===== src/hdl/json_token_serializer_assert.svh =====
// ----------------------------------------------------------------------------
// json_token_serializer_assert.svh
// assertion macros shared by the serializer rtl
// ----------------------------------------------------------------------------
`ifndef JSON_TOKEN_SERIALIZER_ASSERT_SVH
`define JSON_TOKEN_SERIALIZER_ASSERT_SVH

// property must hold on every clock outside reset
`define JTS_ASSERT(lbl, prop, msg) \
  lbl: assert property (@(posedge clk_i) disable iff (!rst_ni) prop) else $error(msg);

// expression must never be true outside reset
`define JTS_ASSERT_NEVER(lbl, expr, msg) \
  lbl: assert property (@(posedge clk_i) disable iff (!rst_ni) !(expr)) else $error(msg);

`endif


===== src/hdl/jts_pkg.sv =====
// ----------------------------------------------------------------------------
// jts_pkg
// types, codes and text helpers for the json token serializer
// ----------------------------------------------------------------------------
`timescale 1ns / 1ps

package jts_pkg;

  localparam int unsigned MAX_DEPTH_DEFAULT = 16;
  localparam int unsigned NUM_DIGITS        = 20;

  // configuration register indexes
  localparam logic [0:0] CFG_PRETTY_PRINT  = 1'd0;
  localparam logic [0:0] CFG_PACKED_LAYOUT = 1'd1;

  typedef enum logic [3:0] {
    OP_OBJ_BEGIN  = 4'd0,
    OP_OBJ_END    = 4'd1,
    OP_ARR_BEGIN  = 4'd2,
    OP_ARR_END    = 4'd3,
    OP_NAME_BEGIN = 4'd4,
    OP_STR_BEGIN  = 4'd5,
    OP_CHAR       = 4'd6,
    OP_STR_END    = 4'd7,
    OP_INT        = 4'd8,
    OP_TRUE       = 4'd9,
    OP_FALSE      = 4'd10,
    OP_NULL       = 4'd11
  } op_e;

  typedef enum logic [2:0] {
    MODE_DOC    = 3'd0,
    MODE_OSTART = 3'd1,
    MODE_ONAME  = 3'd2,
    MODE_OVAL   = 3'd3,
    MODE_ASTART = 3'd4,
    MODE_AMID   = 3'd5
  } mode_e;

  typedef enum logic [1:0] {
    SK_NONE  = 2'd0,
    SK_NAME  = 2'd1,
    SK_VALUE = 2'd2
  } sk_e;

  typedef enum logic [3:0] {
    ST_IDLE,
    ST_ERROR,
    ST_COMMA,
    ST_CSPACE,
    ST_NEWLINE,
    ST_INDENT,
    ST_BODY,
    ST_CONVERT,
    ST_SIGN,
    ST_DIGITS
  } state_e;

  typedef enum logic [2:0] {
    SEL_ZERO,
    SEL_COMMA,
    SEL_SPACE,
    SEL_NEWLINE,
    SEL_BODY,
    SEL_MINUS,
    SEL_DIGIT
  } sel_e;

  typedef enum logic [1:0] {
    MOP_KEEP,
    MOP_SET,
    MOP_PUSH,
    MOP_POP
  } mode_op_e;

  typedef struct packed {
    logic [3:0]         op;
    logic [7:0]         text_char;
    logic signed [63:0] int_value;
  } in_t;

  typedef struct packed {
    logic [7:0] out_byte;
    logic       last_byte;
    logic       error;
  } out_t;

  // controller to datapath
  typedef struct packed {
    logic     accept;
    logic     commit;
    mode_op_e mode_op;
    mode_e    new_mode;
    mode_e    stack_val;
    logic     sk_we;
    sk_e      new_sk;
    logic     nl;
    logic     nl_close;
    logic     push;
    sel_e     sel;
    logic     last;
    logic     err;
    logic     body_inc;
    logic     ind_dec;
    logic     dig_load;
    logic     dig_dec;
  } cmd_t;

  // datapath to controller
  typedef struct packed {
    mode_e mode;
    sk_e   sk;
    logic  pretty;
    logic  packed_lay;
    logic  depth_zero;
    logic  depth_full;
    logic  can_push;
    logic  body_last;
    logic  ind_zero;
    logic  ind_one;
    logic  conv_done;
    logic  neg;
    logic  dig_last;
  } status_t;

  function automatic logic [7:0] short_esc(input logic [7:0] ch);
    logic [7:0] r;
    unique case (ch)
      8'h08:   r = "b";
      8'h09:   r = "t";
      8'h0A:   r = "n";
      8'h0C:   r = "f";
      8'h0D:   r = "r";
      default: r = 8'h00;
    endcase
    return r;
  endfunction

  function automatic logic [7:0] hex_up(input logic [3:0] nib);
    logic [7:0] r;
    if (nib < 4'd10) begin
      r = 8'h30 + {4'h0, nib};
    end else begin
      r = 8'h37 + {4'h0, nib};
    end
    return r;
  endfunction

  function automatic logic is_quote_bs(input logic [7:0] ch);
    return (ch == 8'h22) || (ch == 8'h5C);
  endfunction

  // number of bytes of a token's own text (prefixes and integers excluded)
  function automatic logic [2:0] body_len(input logic [3:0] op, input logic [7:0] ch,
                                          input sk_e sk, input logic pretty);
    logic [2:0] r;
    unique case (op)
      OP_CHAR: begin
        if (is_quote_bs(ch)) begin
          r = 3'd2;
        end else if (ch < 8'h20) begin
          r = (short_esc(ch) != 8'h00) ? 3'd2 : 3'd6;
        end else begin
          r = 3'd1;
        end
      end
      OP_STR_END: r = (sk == SK_NAME) ? (pretty ? 3'd3 : 3'd2) : 3'd1;
      OP_TRUE:    r = 3'd4;
      OP_FALSE:   r = 3'd5;
      OP_NULL:    r = 3'd4;
      default:    r = 3'd1;
    endcase
    return r;
  endfunction

  function automatic logic [7:0] body_byte(input logic [3:0] op, input logic [7:0] ch,
                                           input logic [2:0] idx);
    logic [7:0] r;
    r = 8'h00;
    unique case (op)
      OP_OBJ_BEGIN: r = "{";
      OP_OBJ_END:   r = "}";
      OP_ARR_BEGIN: r = "[";
      OP_ARR_END:   r = "]";
      OP_CHAR: begin
        if (is_quote_bs(ch)) begin
          r = (idx == 3'd0) ? 8'h5C : ch;
        end else if (ch < 8'h20) begin
          if (short_esc(ch) != 8'h00) begin
            r = (idx == 3'd0) ? 8'h5C : short_esc(ch);
          end else begin
            unique case (idx)
              3'd0:    r = 8'h5C;
              3'd1:    r = "u";
              3'd2:    r = "0";
              3'd3:    r = "0";
              3'd4:    r = hex_up(ch[7:4]);
              default: r = hex_up(ch[3:0]);
            endcase
          end
        end else begin
          r = ch;
        end
      end
      OP_STR_END: begin
        unique case (idx)
          3'd0:    r = 8'h22;
          3'd1:    r = ":";
          default: r = " ";
        endcase
      end
      OP_TRUE: begin
        unique case (idx)
          3'd0:    r = "t";
          3'd1:    r = "r";
          3'd2:    r = "u";
          default: r = "e";
        endcase
      end
      OP_FALSE: begin
        unique case (idx)
          3'd0:    r = "f";
          3'd1:    r = "a";
          3'd2:    r = "l";
          3'd3:    r = "s";
          default: r = "e";
        endcase
      end
      OP_NULL: begin
        unique case (idx)
          3'd0:    r = "n";
          3'd1:    r = "u";
          default: r = "l";
        endcase
      end
      default: r = 8'h22;
    endcase
    return r;
  endfunction

endpackage


===== src/hdl/jts_ctrl.sv =====
// ----------------------------------------------------------------------------
// jts_ctrl
// token checker and byte sequencing state machine
// ----------------------------------------------------------------------------
`timescale 1ns / 1ps

module jts_ctrl
  import jts_pkg::*;
(
  input  logic    clk_i,
  input  logic    rst_ni,
  input  logic    in_valid_i,
  output logic    in_ready_o,
  input  logic [3:0] op_i,
  input  status_t status_i,
  output cmd_t    cmd_o
);

  state_e state_q, state_d;
  logic   comma_q, comma_d;
  logic   csp_q, csp_d;
  logic   nl_q, nl_d;
  logic   int_q, int_d;

  logic   bad;
  logic   pn;
  mode_e  m_after;
  logic   bv_comma;
  logic   bv_nl;
  state_e body_st;

  // state and prefix flags
  always_ff @(posedge clk_i or negedge rst_ni) begin
    if (!rst_ni) begin
      state_q <= ST_IDLE;
      comma_q <= 1'b0;
      csp_q   <= 1'b0;
      nl_q    <= 1'b0;
      int_q   <= 1'b0;
    end else begin
      state_q <= state_d;
      comma_q <= comma_d;
      csp_q   <= csp_d;
      nl_q    <= nl_d;
      int_q   <= int_d;
    end
  end

  // token legality in the current mode
  always_comb begin
    bad = 1'b0;
    if (op_i > OP_NULL) begin
      bad = 1'b1;
    end else if (status_i.sk != SK_NONE) begin
      bad = !((op_i == OP_CHAR) || (op_i == OP_STR_END));
    end else begin
      unique case (op_i)
        OP_OBJ_BEGIN, OP_ARR_BEGIN:
          bad = (status_i.mode == MODE_ONAME) || status_i.depth_full;
        OP_OBJ_END:
          bad = !((status_i.mode == MODE_OSTART) || (status_i.mode == MODE_ONAME))
                || status_i.depth_zero;
        OP_ARR_END:
          bad = !((status_i.mode == MODE_ASTART) || (status_i.mode == MODE_AMID))
                || status_i.depth_zero;
        OP_NAME_BEGIN:
          bad = !((status_i.mode == MODE_OSTART) || (status_i.mode == MODE_ONAME));
        OP_CHAR, OP_STR_END:
          bad = 1'b1;
        default:
          bad = (status_i.mode == MODE_ONAME);
      endcase
    end
  end

  // separator rules for a value
  always_comb begin
    pn       = status_i.pretty && !status_i.packed_lay;
    bv_comma = (status_i.mode == MODE_AMID);
    bv_nl    = pn && ((status_i.mode == MODE_AMID) || (status_i.mode == MODE_ASTART));
    if (status_i.mode == MODE_OVAL) begin
      m_after = MODE_ONAME;
    end else if (status_i.mode == MODE_ASTART) begin
      m_after = MODE_AMID;
    end else begin
      m_after = status_i.mode;
    end
  end

  // next state and commands
  always_comb begin
    state_d    = state_q;
    comma_d    = comma_q;
    csp_d      = csp_q;
    nl_d       = nl_q;
    int_d      = int_q;
    cmd_o      = '0;
    in_ready_o = 1'b0;
    body_st    = int_q ? ST_CONVERT : ST_BODY;

    unique case (state_q)
      ST_IDLE: begin
        in_ready_o = 1'b1;
        if (in_valid_i) begin
          cmd_o.accept = 1'b1;
          comma_d      = 1'b0;
          nl_d         = 1'b0;
          int_d        = 1'b0;
          if (bad) begin
            state_d = ST_ERROR;
          end else begin
            cmd_o.commit = 1'b1;
            unique case (op_i)
              OP_OBJ_BEGIN, OP_ARR_BEGIN: begin
                comma_d         = bv_comma;
                nl_d            = bv_nl;
                cmd_o.mode_op   = MOP_PUSH;
                cmd_o.stack_val = m_after;
                cmd_o.new_mode  = (op_i == OP_OBJ_BEGIN) ? MODE_OSTART : MODE_ASTART;
              end
              OP_OBJ_END, OP_ARR_END: begin
                nl_d           = pn;
                cmd_o.nl_close = 1'b1;
                cmd_o.mode_op  = MOP_POP;
              end
              OP_NAME_BEGIN: begin
                comma_d        = (status_i.mode == MODE_ONAME);
                nl_d           = pn;
                cmd_o.mode_op  = MOP_SET;
                cmd_o.new_mode = MODE_OVAL;
                cmd_o.sk_we    = 1'b1;
                cmd_o.new_sk   = SK_NAME;
              end
              OP_STR_BEGIN: begin
                comma_d        = bv_comma;
                nl_d           = bv_nl;
                cmd_o.mode_op  = MOP_SET;
                cmd_o.new_mode = m_after;
                cmd_o.sk_we    = 1'b1;
                cmd_o.new_sk   = SK_VALUE;
              end
              OP_CHAR: begin
                cmd_o.mode_op = MOP_KEEP;
              end
              OP_STR_END: begin
                cmd_o.sk_we  = 1'b1;
                cmd_o.new_sk = SK_NONE;
              end
              default: begin
                comma_d        = bv_comma;
                nl_d           = bv_nl;
                int_d          = (op_i == OP_INT);
                cmd_o.mode_op  = MOP_SET;
                cmd_o.new_mode = m_after;
              end
            endcase
            csp_d    = comma_d && status_i.pretty && status_i.packed_lay;
            cmd_o.nl = nl_d;
            if (comma_d) begin
              state_d = ST_COMMA;
            end else if (nl_d) begin
              state_d = ST_NEWLINE;
            end else begin
              state_d = int_d ? ST_CONVERT : ST_BODY;
            end
          end
        end
      end

      ST_ERROR: begin
        cmd_o.sel  = SEL_ZERO;
        cmd_o.last = 1'b1;
        cmd_o.err  = 1'b1;
        if (status_i.can_push) begin
          cmd_o.push = 1'b1;
          state_d    = ST_IDLE;
        end
      end

      ST_COMMA: begin
        cmd_o.sel = SEL_COMMA;
        if (status_i.can_push) begin
          cmd_o.push = 1'b1;
          if (csp_q) begin
            state_d = ST_CSPACE;
          end else if (nl_q) begin
            state_d = ST_NEWLINE;
          end else begin
            state_d = body_st;
          end
        end
      end

      ST_CSPACE: begin
        cmd_o.sel = SEL_SPACE;
        if (status_i.can_push) begin
          cmd_o.push = 1'b1;
          state_d    = nl_q ? ST_NEWLINE : body_st;
        end
      end

      ST_NEWLINE: begin
        cmd_o.sel = SEL_NEWLINE;
        if (status_i.can_push) begin
          cmd_o.push = 1'b1;
          state_d    = status_i.ind_zero ? body_st : ST_INDENT;
        end
      end

      ST_INDENT: begin
        cmd_o.sel = SEL_SPACE;
        if (status_i.can_push) begin
          cmd_o.push    = 1'b1;
          cmd_o.ind_dec = 1'b1;
          if (status_i.ind_one) begin
            state_d = body_st;
          end
        end
      end

      ST_BODY: begin
        cmd_o.sel  = SEL_BODY;
        cmd_o.last = status_i.body_last;
        if (status_i.can_push) begin
          cmd_o.push     = 1'b1;
          cmd_o.body_inc = 1'b1;
          if (status_i.body_last) begin
            state_d = ST_IDLE;
          end
        end
      end

      ST_CONVERT: begin
        if (status_i.conv_done) begin
          cmd_o.dig_load = 1'b1;
          state_d        = status_i.neg ? ST_SIGN : ST_DIGITS;
        end
      end

      ST_SIGN: begin
        cmd_o.sel = SEL_MINUS;
        if (status_i.can_push) begin
          cmd_o.push = 1'b1;
          state_d    = ST_DIGITS;
        end
      end

      ST_DIGITS: begin
        cmd_o.sel  = SEL_DIGIT;
        cmd_o.last = status_i.dig_last;
        if (status_i.can_push) begin
          cmd_o.push    = 1'b1;
          cmd_o.dig_dec = 1'b1;
          if (status_i.dig_last) begin
            state_d = ST_IDLE;
          end
        end
      end

      default: state_d = ST_IDLE;
    endcase
  end

endmodule


===== src/hdl/jts_dp.sv =====
// ----------------------------------------------------------------------------
// jts_dp
// writer state, mode stack, decimal converter and output register
// ----------------------------------------------------------------------------
`timescale 1ns / 1ps

module jts_dp
  import jts_pkg::*;
#(
  parameter int unsigned MaxDepth = MAX_DEPTH_DEFAULT
) (
  input  logic       clk_i,
  input  logic       rst_ni,
  input  logic       cfg_we_i,
  input  logic [0:0] cfg_index_i,
  input  logic [0:0] cfg_data_i,
  input  in_t        in_data_i,
  input  cmd_t       cmd_i,
  output status_t    status_o,
  output logic       out_valid_o,
  input  logic       out_ready_i,
  output out_t       out_data_o
);

  localparam int unsigned DepthW = $clog2(MaxDepth + 1);
  localparam int unsigned StkW   = (MaxDepth > 1) ? $clog2(MaxDepth) : 1;
  localparam int unsigned IndW   = $clog2(2 * MaxDepth + 1);
  localparam int unsigned BcdW   = 4 * NUM_DIGITS;
  localparam int unsigned DigW   = $clog2(NUM_DIGITS);

  logic              pretty_q, packed_q;
  mode_e             mode_q;
  sk_e               sk_q;
  logic [DepthW-1:0] depth_q;
  logic [DepthW-1:0] depth_m1;
  mode_e             stack_q [MaxDepth];

  logic [3:0]        tok_op_q;
  logic [7:0]        tok_ch_q;
  sk_e               tok_sk_q;
  logic              tok_pretty_q;
  logic [2:0]        body_idx_q;
  logic [2:0]        blen;
  logic [IndW-1:0]   ind_q;
  logic [DepthW-1:0] ind_depth;

  logic [63:0]       mag_q;
  logic [BcdW-1:0]   bcd_q;
  logic [BcdW-1:0]   bcd_adj;
  logic [6:0]        conv_cnt_q;
  logic              neg_q;
  logic [DigW-1:0]   dig_idx_q;
  logic [DigW-1:0]   msd;
  logic [3:0]        dig_nib;

  logic              out_valid_q;
  out_t              out_q;
  logic [7:0]        byte_sel;
  logic              can_push;

  assign depth_m1  = depth_q - DepthW'(1);
  assign ind_depth = cmd_i.nl_close ? depth_m1 : depth_q;
  assign can_push  = !out_valid_q || out_ready_i;
  assign blen      = body_len(tok_op_q, tok_ch_q, tok_sk_q, tok_pretty_q);

  // configuration registers
  always_ff @(posedge clk_i or negedge rst_ni) begin
    if (!rst_ni) begin
      pretty_q <= 1'b0;
      packed_q <= 1'b0;
    end else if (cfg_we_i) begin
      unique case (cfg_index_i)
        CFG_PRETTY_PRINT:  pretty_q <= cfg_data_i[0];
        CFG_PACKED_LAYOUT: packed_q <= cfg_data_i[0];
        default:           pretty_q <= pretty_q;
      endcase
    end
  end

  // writer mode, string kind and depth
  always_ff @(posedge clk_i or negedge rst_ni) begin
    if (!rst_ni) begin
      mode_q  <= MODE_DOC;
      sk_q    <= SK_NONE;
      depth_q <= '0;
    end else if (cmd_i.commit) begin
      if (cmd_i.sk_we) begin
        sk_q <= cmd_i.new_sk;
      end
      unique case (cmd_i.mode_op)
        MOP_SET:  mode_q <= cmd_i.new_mode;
        MOP_PUSH: begin
          mode_q  <= cmd_i.new_mode;
          depth_q <= depth_q + DepthW'(1);
        end
        MOP_POP: begin
          mode_q  <= stack_q[depth_m1[StkW-1:0]];
          depth_q <= depth_m1;
        end
        default: mode_q <= mode_q;
      endcase
    end
  end

  // mode stack, written only by a push
  always_ff @(posedge clk_i) begin
    if (cmd_i.commit && (cmd_i.mode_op == MOP_PUSH)) begin
      stack_q[depth_q[StkW-1:0]] <= cmd_i.stack_val;
    end
  end

  // token latch and body / indent counters
  always_ff @(posedge clk_i) begin
    if (cmd_i.accept) begin
      tok_op_q     <= in_data_i.op;
      tok_ch_q     <= in_data_i.text_char;
      tok_sk_q     <= sk_q;
      tok_pretty_q <= pretty_q;
      body_idx_q   <= '0;
      ind_q        <= cmd_i.nl ? IndW'({ind_depth, 1'b0}) : '0;
    end else begin
      if (cmd_i.body_inc) begin
        body_idx_q <= body_idx_q + 3'd1;
      end
      if (cmd_i.ind_dec) begin
        ind_q <= ind_q - IndW'(1);
      end
    end
  end

  // shift-add-3 binary to decimal, one bit a cycle
  always_comb begin
    for (int i = 0; i < NUM_DIGITS; i++) begin
      bcd_adj[4*i +: 4] = (bcd_q[4*i +: 4] >= 4'd5) ? bcd_q[4*i +: 4] + 4'd3
                                                   : bcd_q[4*i +: 4];
    end
  end

  always_ff @(posedge clk_i or negedge rst_ni) begin
    if (!rst_ni) begin
      conv_cnt_q <= '0;
    end else if (cmd_i.accept) begin
      conv_cnt_q <= 7'd64;
    end else if (conv_cnt_q != 7'd0) begin
      conv_cnt_q <= conv_cnt_q - 7'd1;
    end
  end

  always_ff @(posedge clk_i) begin
    if (cmd_i.accept) begin
      neg_q <= in_data_i.int_value[63];
      mag_q <= in_data_i.int_value[63] ? (~in_data_i.int_value + 64'd1)
                                       : in_data_i.int_value;
      bcd_q <= '0;
    end else if (conv_cnt_q != 7'd0) begin
      bcd_q <= {bcd_adj[BcdW-2:0], mag_q[63]};
      mag_q <= {mag_q[62:0], 1'b0};
    end
  end

  // most significant nonzero digit
  always_comb begin
    msd = '0;
    for (int i = 0; i < NUM_DIGITS; i++) begin
      if (bcd_q[4*i +: 4] != 4'd0) begin
        msd = DigW'(i);
      end
    end
  end

  always_ff @(posedge clk_i) begin
    if (cmd_i.dig_load) begin
      dig_idx_q <= msd;
    end else if (cmd_i.dig_dec) begin
      dig_idx_q <= dig_idx_q - DigW'(1);
    end
  end

  assign dig_nib = bcd_q[{dig_idx_q, 2'b00} +: 4];

  // output byte select
  always_comb begin
    unique case (cmd_i.sel)
      SEL_COMMA:   byte_sel = ",";
      SEL_SPACE:   byte_sel = " ";
      SEL_NEWLINE: byte_sel = 8'h0A;
      SEL_BODY:    byte_sel = body_byte(tok_op_q, tok_ch_q, body_idx_q);
      SEL_MINUS:   byte_sel = "-";
      SEL_DIGIT:   byte_sel = 8'h30 | {4'h0, dig_nib};
      default:     byte_sel = 8'h00;
    endcase
  end

  // output register
  always_ff @(posedge clk_i or negedge rst_ni) begin
    if (!rst_ni) begin
      out_valid_q <= 1'b0;
    end else if (cmd_i.push) begin
      out_valid_q <= 1'b1;
    end else if (out_ready_i) begin
      out_valid_q <= 1'b0;
    end
  end

  always_ff @(posedge clk_i) begin
    if (cmd_i.push) begin
      out_q.out_byte  <= byte_sel;
      out_q.last_byte <= cmd_i.last;
      out_q.error     <= cmd_i.err;
    end
  end

  assign out_valid_o = out_valid_q;
  assign out_data_o  = out_q;

  // status to the controller
  always_comb begin
    status_o.mode       = mode_q;
    status_o.sk         = sk_q;
    status_o.pretty     = pretty_q;
    status_o.packed_lay = packed_q;
    status_o.depth_zero = (depth_q == '0);
    status_o.depth_full = (depth_q >= DepthW'(MaxDepth));
    status_o.can_push   = can_push;
    status_o.body_last  = (body_idx_q == (blen - 3'd1));
    status_o.ind_zero   = (ind_q == '0);
    status_o.ind_one    = (ind_q == IndW'(1));
    status_o.conv_done  = (conv_cnt_q == 7'd0);
    status_o.neg        = neg_q;
    status_o.dig_last   = (dig_idx_q == '0);
  end

endmodule


===== src/hdl/json_token_serializer.sv =====
// ----------------------------------------------------------------------------
// json_token_serializer
// json tokens in, escaped and formatted text out one byte per beat
// ----------------------------------------------------------------------------
//  channel   dir  handshake               payload
//  in        in   in_valid_i/in_ready_o   in_t  (op, text_char, int_value)
//  out       out  out_valid_o/out_ready_i out_t (out_byte, last_byte, error)
//  cfg       in   cfg_we_i                cfg_index_i, cfg_data_i
//
//  one token at a time; a token is accepted in the idle state, then its beats go out
//  one per cycle unless the out channel stalls; an integer first needs 64 shift-add-3
//  steps and a digit load, overlapped by any comma, space, newline and indent beats.
//  a new token is taken once the last beat of the previous one is in the
//  output register; a stalled out channel holds the sequencer.
//  reset clears mode, depth, string state and the config registers.
`timescale 1ns / 1ps

module json_token_serializer
  import jts_pkg::*;
#(
  parameter int unsigned MaxDepth = MAX_DEPTH_DEFAULT
) (
  input  logic       clk_i,
  input  logic       rst_ni,
  input  logic       cfg_we_i,
  input  logic [0:0] cfg_index_i,
  input  logic [0:0] cfg_data_i,
  input  logic       in_valid_i,
  output logic       in_ready_o,
  input  in_t        in_data_i,
  output logic       out_valid_o,
  input  logic       out_ready_i,
  output out_t       out_data_o
);

`include "json_token_serializer_assert.svh"

  cmd_t    cmd;
  status_t status;

  // sequencer
  jts_ctrl u_ctrl (
    .clk_i      (clk_i),
    .rst_ni     (rst_ni),
    .in_valid_i (in_valid_i),
    .in_ready_o (in_ready_o),
    .op_i       (in_data_i.op),
    .status_i   (status),
    .cmd_o      (cmd)
  );

  // datapath
  jts_dp #(
    .MaxDepth (MaxDepth)
  ) u_dp (
    .clk_i       (clk_i),
    .rst_ni      (rst_ni),
    .cfg_we_i    (cfg_we_i),
    .cfg_index_i (cfg_index_i),
    .cfg_data_i  (cfg_data_i),
    .in_data_i   (in_data_i),
    .cmd_i       (cmd),
    .status_o    (status),
    .out_valid_o (out_valid_o),
    .out_ready_i (out_ready_i),
    .out_data_o  (out_data_o)
  );

  // checks
  `JTS_ASSERT(a_err_beat_form, out_valid_o && out_data_o.error |-> out_data_o.last_byte && (out_data_o.out_byte == 8'h00), "error beat must be a last zero byte")
  `JTS_ASSERT(a_busy_after_accept, in_valid_i && in_ready_o |=> !in_ready_o, "token accepted without producing a beat")
  `JTS_ASSERT_NEVER(a_push_when_idle, in_ready_o && cmd.push, "beat pushed while idle")

endmodule

===== config.mk =====
export PLATFORM = sky130hd
export DESIGN_NAME = json_token_serializer
export DESIGN_NICKNAME = d
export VERILOG_FILES = /design/src/hdl/jts_pkg.sv /design/src/hdl/jts_ctrl.sv /design/src/hdl/jts_dp.sv /design/src/hdl/json_token_serializer.sv
export VERILOG_INCLUDE_DIRS = /design/src /design/src/hdl
export SDC_FILE = /design/constraint.sdc
export NUM_CORES = 1
export LEC_CHECK = 0
export ABC_AREA = 1
export ABC_CLOCK_PERIOD_IN_PS = 3600
export BUFFER_PORTS_ARGS = -buffer_cell sky130_fd_sc_hd__clkbuf_2
export CAP_MARGIN = 20
export CORE_MARGIN = 4
export CORE_UTILIZATION = 25
export CTS_CLUSTER_DIAMETER = 30
export DETAILED_ROUTE_END_ITERATION = 12
export GPL_ROUTABILITY_DRIVEN = 0
export GPL_TIMING_DRIVEN = 0
export SYNTH_ARGS = -nofsm -noshare
export SYNTH_HDL_FRONTEND = slang
export SYNTH_SLANG_ARGS = --single-unit
export TNS_END_PERCENT = 30

===== constraint.sdc =====
create_clock -name clk_i -period 3.6 [get_ports clk_i]
set_input_delay 0.72 -clock clk_i [delete_from_list [all_inputs] [get_ports clk_i]]
set_output_delay 0.72 -clock clk_i [all_outputs]
set_load 0.01 [all_outputs]

==> results of run 1 <==
==> repair_timing <==
item | 4_1_cts | 5_1_grt
buffers inserted | 0 | 0
cloned | 0 | 0
endpoints found under the setup margin | 96 | 96
gates resized for setup | 6 | 2
==> final cells by class <==
class,instances,share of cell area (%)
Antenna cell,1,0.0126
Buffer,61,1.19
Clock buffer,84,9.30
Clock inverter,40,2.70
Inverter,272,5.13
Multi-Input combinational cell,1463,39.6
Sequential cell,259,34.2
Tap cell,846,5.31
Timing Repair Buffer,97,2.61
==> sequential cells by signal, summed over array words and instances, names as in the netlist, 3 cells and up <==
| name | count |
|---|---|
| u_ctrl.state_q | 4 |
| u_dp.bcd_q | 80 |
| u_dp.body_idx_q | 3 |
| u_dp.conv_cnt_q | 7 |
| u_dp.depth_q | 5 |
| u_dp.dig_idx_q | 5 |
| u_dp.ind_q | 6 |
| u_dp.mag_q | 64 |
| u_dp.mode_q | 3 |
| u_dp.out_data_o | 10 |
| u_dp.stack_q | 48 |
| u_dp.tok_ch_q | 8 |
| u_dp.tok_op_q | 4 |
==> through the flow <==
step	setup WS (ns)	instance area [µm²]
after global routing	0.0944	19900
after global placement	-0.788	17500
after CTS	0.0489	19900
after floorplan	0.581	15900
after detailed placement	-0.638	17500
final	0.238	19900
==> synth_stat cells (9+ instances only) <==
library cell  count
a21oi_1         131
a31oi_1          17
clkbuf_1         54
dfrtp_1          27
dfxtp_1          83
edfxtp_1        149
ha_1             64
inv_1           258
inv_2            11
nand2_1         343
nand3_1         112
nand4_1          26
nor2_1          226
nor3_1           44
nor4_1           15
o211ai_1          9
o21ai_0         225
o21ai_1          14
o221ai_1         11
o22ai_1          54
o31ai_1          23
xnor2_1          15
xor2_1           65
==> cell usage in the layout (no fill, tap or decap), types with 9 or more instances in the layout <==
master,synthesis,routed
inv_2,11,11
a21oi_1,131,131
o31ai_1,23,23
dfxtp_1,83,83
o21ai_1,14,14
nand3_1,112,112
nand4_1,26,26
xnor2_1,15,15
nor2_2,8,11
clkbuf_2,0,95
o22ai_1,54,54
bufinv_16,0,10
nand2_1,343,343
nor2_1,226,222
clkbuf_1,54,61
ha_1,64,64
edfxtp_1,149,149
o21ai_0,225,225
o211ai_1,9,9
inv_1,258,258
clkinv_1,3,14
xor2_1,65,65
clkbuf_16,0,70
nor4_1,15,15
a31oi_1,17,17
nor3_1,44,44
dfrtp_1,27,26
o221ai_1,11,11
==> per-layer routing <==
| layer | vias up | global-route usage [%] | wire, µm |
|---|---|---|---|
| li1 | 7406 | - | - |
| met3 | 118 | 3.38 | 3350 |
| met2 | 481 | 21.7 | 21900 |
| met5 | - | 0 | 46 |
| met1 | 7007 | 18.7 | 22100 |
| met4 | 6 | 5.04 | 1520 |
==> how the worst max path moves through the flow <==
stage                                  from             endpoint  depth (start not counted)
after floorplan             u_dp.depth_q[0]   u_dp.stack_q[0][2]                         15
after global placement      u_dp.depth_q[0]  u_dp.stack_q[14][1]                         15
after detailed placement    u_dp.depth_q[0]  u_dp.stack_q[10][0]                         15
after CTS                   u_dp.depth_q[0]   u_dp.stack_q[2][0]                         15
after global routing      u_ctrl.state_q[0]       u_dp.mag_q[35]                          9
final                     u_ctrl.state_q[0]       u_dp.mag_q[35]                          9
==> cells by family after synthesis <==
| family | share of synthesized area, % |
|---|---|
| compound gates | 18.3 |
| xor+xnor | 4.39 |
| fa+ha+maj | 5.02 |
| simple gates | 21.7 |
| flops | 42.7 |
| buf+inv | 7.88 |
==> critical path, stage by stage (launching register included) <==
cell	delay, ns
dfrtp_1	0.45
nor2_1	0.23
inv_2	0.08
nor2_1	0.36
inv_2	0.11
nor2_2	0.38
inv_2	0.26
nand2_1	0.43
buf_4	0.31
buf_16	0.28
==> power groups by stage <==
stage | Combinational [mW] | Sequential, mW | Clock, mW
after floorplan | 3.32 | 4.53 | 0
after global placement | 4.72 | 4.62 | 0
after detailed placement | 4.76 | 4.62 | 0
after CTS | 4.80 | 4.58 | 6.39
after global routing | 5.44 | 4.69 | 6.57
final | 4.80 | 4.60 | 6.30
==> impl_metrics.yaml, run 1 <==
logic_synthesis:
  synth_area_leader_cell: "edfxtp_1"
  async_flop_share_pct: 10.4
  synth_edf_count: 149
  ys_seq_area_share_pct: 42.7
  syn-instance-count: 2056
  yosys-top-cells-area: "edfxtp_1 (28%), dfxtp_1 (10%), nand2_1 (8.1%), o21ai_0 (7.1%), inv_1 (6.1%)"
  synth.distinct_cells: 51
  syn_area_mm2: 0.0159
  yosysWarnings: 0
  ys_ff_latch: 259
  avgSynthCellArea_um2: 7.76
  yosys_most_used_dff: "edfxtp_1"
  synthesis.nets: 2203
  synth_top_area_share_pct: 28.1
grt:
  grt_max_degree: 65
  antenna_found_initial: 4
  track_usage_pct: 13.9
  grt-ovfl-total: 0
  grt_pass1_vias: 14000
  grt_pass1_wl_mm: 75.9
setup_path:
  reg2regPathDepth: 9
  crit_fanout: 64
  critPathArrivalTime_ns: 3.59
  regToRegSetupSlack_ns: 0.24
  worst_setup_path_start_kind: "flop"
  worst-setup-path-type: "flop to flop"
  r2r_end: "u_dp.mag_q[35]"
  crit_path_end_kind: "flop"
  reg2reg_from: "u_ctrl.state_q[0]"
  cp.required_ns: 3.82
drt:
  postRouteAntennaNets: 0
  vias_per_cell: 4.81
  route.detailed.drc: 0
  vias: 15000
  wirelength_mm: 48.9
  drt_iter0_markers: 1296
  wl_per_cell_um: 15.7
  dr.pass1.iters: 8
timing:
  period_needed_ns: 3.36
  fin_setup_tns_ns: 0
  whs_ns: 0.255
  tightest_slew_ns: 1.00
  hold_viol_final: 0
  skew_ns: 0.0268
  clock.fmax_mhz: 297
  slew_headroom_pct: 33.1
  rsz0062_at_grt: "no"
  timing.final.crit_share_pct: 93.4
  finalSetupViolations: 0
  drv_slew: 0
floorplan:
  initial_utilization_pct: 25.3
  die_h_um: 261
  fp.coreArea_mm2: 0.0631
  ios: 95
  die_w_um: 261
  rows: 92
  die_area_mm2: 0.0679
cells_and_area:
  layout-drive-gt1-share_pct: 11.1
  multi_input_area_mm2: 0.00789
  final_core_util_pct: 31.6
  nFillCells: 6712
  register_area_mm2: 0.00681
  stdcell_count: 3123
  nets: 2369
  syn2layout_area_growth_pct: 25.0
run:
  cap_violations: 0
power_and_ir_drop:
  power.total_mw: 15.7
  switching_share_pct: 35.9
  p_leak_nw: 8.14
  power_density_mw_per_mm2: 787
  ir_drop_mv: 0.358
  power_switching_mw: 5.63
  combPwrFrac_pct: 30.6
  power_frac_clock_pct: 40.1
  p_int_mw: 10.1
  p_seq_share_pct: 29.3
clocking:
  clockBufferDepth: 3
  clkTransAtPathRegs_ns: 0.04
  insertion_delay_ns: 0.58
  cts_tree: "built"
  cts.htree.levels: 3
  cts_sinks: 259
  hold_buffers: 0
  root_buffer: "clkbuf_16"
  cts_made_buffers: 68
place:
  io_buffers: 94
  place_inst: 2999
  hpwl_mm: 35.9
run_status:
  status: "completed"
min_path:
  hp-class: "primary input to async pin"
No activity file was read; power rests on OpenSTA's default activity.
==> inputs of run 2 (changes only) <==
- ABC_CLOCK_PERIOD_IN_PS: 3600 -> 2950
- clock period: 3.6 -> 2.95 ns (I/O delays scaled with it)
==> run 2 against run 1 <==
Die area unchanged. Worst hold slack got worse by 0.14 ns. Flip-flop and latch count did not move. Critical path type unchanged. Global-route usage hardly changed. Clock skew shrank 0.0016 ns. Fmax is 15% higher. Core utilization increased by 0.44 points. Via count grew 0.27%. Critical path depth unchanged. Highest routed layer unchanged. Worst setup slack worse by 0.20 ns. Largest power group unchanged. First-iteration DRC count grew 12%.
==> impl_metrics.yaml, run 2 (synthesized netlist as in run 1, its figures left out) <==
run_status:
  status: "completed"
power_and_ir_drop:
  power_density_mw_per_mm2: 958
  power_switching_mw: 7.02
  ir_drop_mv: 0.445
  switching_share_pct: 36.2
  p_seq_share_pct: 28.9
  power.total_mw: 19.4
  power_frac_clock_pct: 39.7
  p_int_mw: 12.4
  p_leak_nw: 8.24
  combPwrFrac_pct: 31.4
place:
  hpwl_mm: 35.9
  placed_cell_area_mm2: 0.0175
  place_ws_ns: -1.29
  place_inst: 2999
  io_buffers: 94
cells_and_area:
  final_common_cell: "nand2_1"
  stdcell_count: 3130
  stdcell_area_mm2: 0.0202
  largest_reg_flops: 80
  regMostFlops: "u_dp.bcd_q"
  final_core_util_pct: 32.1
  layout-drive-gt1-share_pct: 12.8
  final_cell_mix: "nand2_1 (334), inv_1 (256), o21ai_0 (224)"
  nets: 2376
  syn2layout_area_growth_pct: 26.8
setup_path:
  reg2regPathDepth: 9
  crit_buf_inv: 5
  slowest_delay_ns: 0.46
  cp.required_ns: 3.17
  worst-setup-path-type: "flop to flop"
  cp_cell_sequence: "nor2_1, inv_2, nor2_2, inv_2, nor2_4, inv_2, nand2_2, buf_4, buf_16"
  crit_fanout: 64
  r2r_end: "u_dp.mag_q[35]"
  reg2reg_from: "u_ctrl.state_q[0]"
  critPathArrivalTime_ns: 3.13
  crit_slowest_cell: "dfrtp_1"
  path_common_cell: "inv_2"
  crit_family: "simple AND/OR/NAND/NOR gates"
  crit_path_end_kind: "flop"
  worst_setup_path_start_kind: "flop"
  regToRegSetupSlack_ns: 0.04
timing:
  period_needed_ns: 2.91
  rsz0062_at_grt: "yes"
  drv_slew: 0
  clock.fmax_mhz: 343
  skew_ns: 0.0252
  fin_setup_tns_ns: 0
  tightest_slew_ns: 1.01
  finalSetupViolations: 0
  setup_ws_ns: 0.0386
  whs_ns: 0.111
  slew_headroom_pct: 32.2
  timing.final.crit_share_pct: 98.7
  hold_viol_final: 0
run:
  cap_violations: 0
min_path:
  hp-class: "primary input to async pin"
grt:
  grt-ovfl-total: 0
  grt_pass1_vias: 14000
  track_usage_pct: 14.0
  grt_max_degree: 65
  grt_pass1_wl_mm: 76.1
  antenna_found_initial: 4
clocking:
  cts.htree.levels: 3
  root_buffer: "clkbuf_16"
  clkTransAtPathRegs_ns: 0.04
  cts_made_buffers: 68
  cts_tree: "built"
  cts_sinks: 259
  insertion_delay_ns: 0.58
  hold_buffers: 0
  clockBufferDepth: 3
drt:
  wl_per_cell_um: 15.7
  postRouteAntennaNets: 0
  wirelength_mm: 49.3
  dr.pass1.iters: 5
  route.detailed.drc: 0
  drt_iter0_markers: 1452
  vias: 15100
  vias_per_cell: 4.81
floorplan:
  die_h_um: 261
  rows: 92
  die_area_mm2: 0.0679
  die_w_um: 261
  initial_utilization_pct: 25.3
  ios: 95
  fp.coreArea_mm2: 0.0631
run 2: cell count changes in the layout (fill, tap and decap cells not counted), moves of 3 or more:
cell	before	now
nor2_1	222	202
nor2_4	1	18
nand2_1	343	334
buf_4	1	7
nand2_2	5	10
clkbuf_1	61	57
nand2_4	1	5
nor2_2	11	14
run 2: power by group through the flow:
stage	Combinational, mW	Clock (mW)	Sequential, mW
6_report	6.08	7.69	5.60
2_1_floorplan	4.06	0	5.53
3_3_place_gp	5.76	0	5.64
5_1_grt	6.84	8.01	5.71
3_5_place_dp	5.81	0	5.64
4_1_cts	5.93	7.80	5.59
run 2: worst max-delay path by stage:
stage,from,end,cells after the start
floorplan,u_dp.depth_q[0],u_dp.stack_q[0][2],15
global placement,u_dp.depth_q[0],u_dp.stack_q[14][1],15
detailed placement,u_dp.depth_q[0],u_dp.stack_q[10][0],15
CTS,u_dp.depth_q[0],u_dp.stack_q[2][0],14
global route,u_ctrl.state_q[0],u_dp.mag_q[39],10
finish,u_ctrl.state_q[0],u_dp.mag_q[35],9
run 2: area by class of cell:
class,instances,area (µm²)
multi-input combinational,1463,8080
clock buffer,84,1850
inverter,272,1030
clock inverter,40,539
sequential,259,6810
tap,846,1060
antenna,1,2.50
buffer,60,240
timing repair buffer,105,606
fill,6680,42900
run 2: timing repair:
action / CTS / global route
endpoints found under the setup margin: 293 / 194
buffers inserted: 4 / 4
hold endpoints to repair: 0 / 0
gates resized for setup: 42 / 29
pin swaps: 2 / 3
run 2: metal layers:
layer / routed length [µm] / GRT usage (%)
met1: 22100 / 18.8
met2: 22100 / 21.9
met3: 3540 / 3.39
met4: 1470 / 4.89
met5: 49 / 0
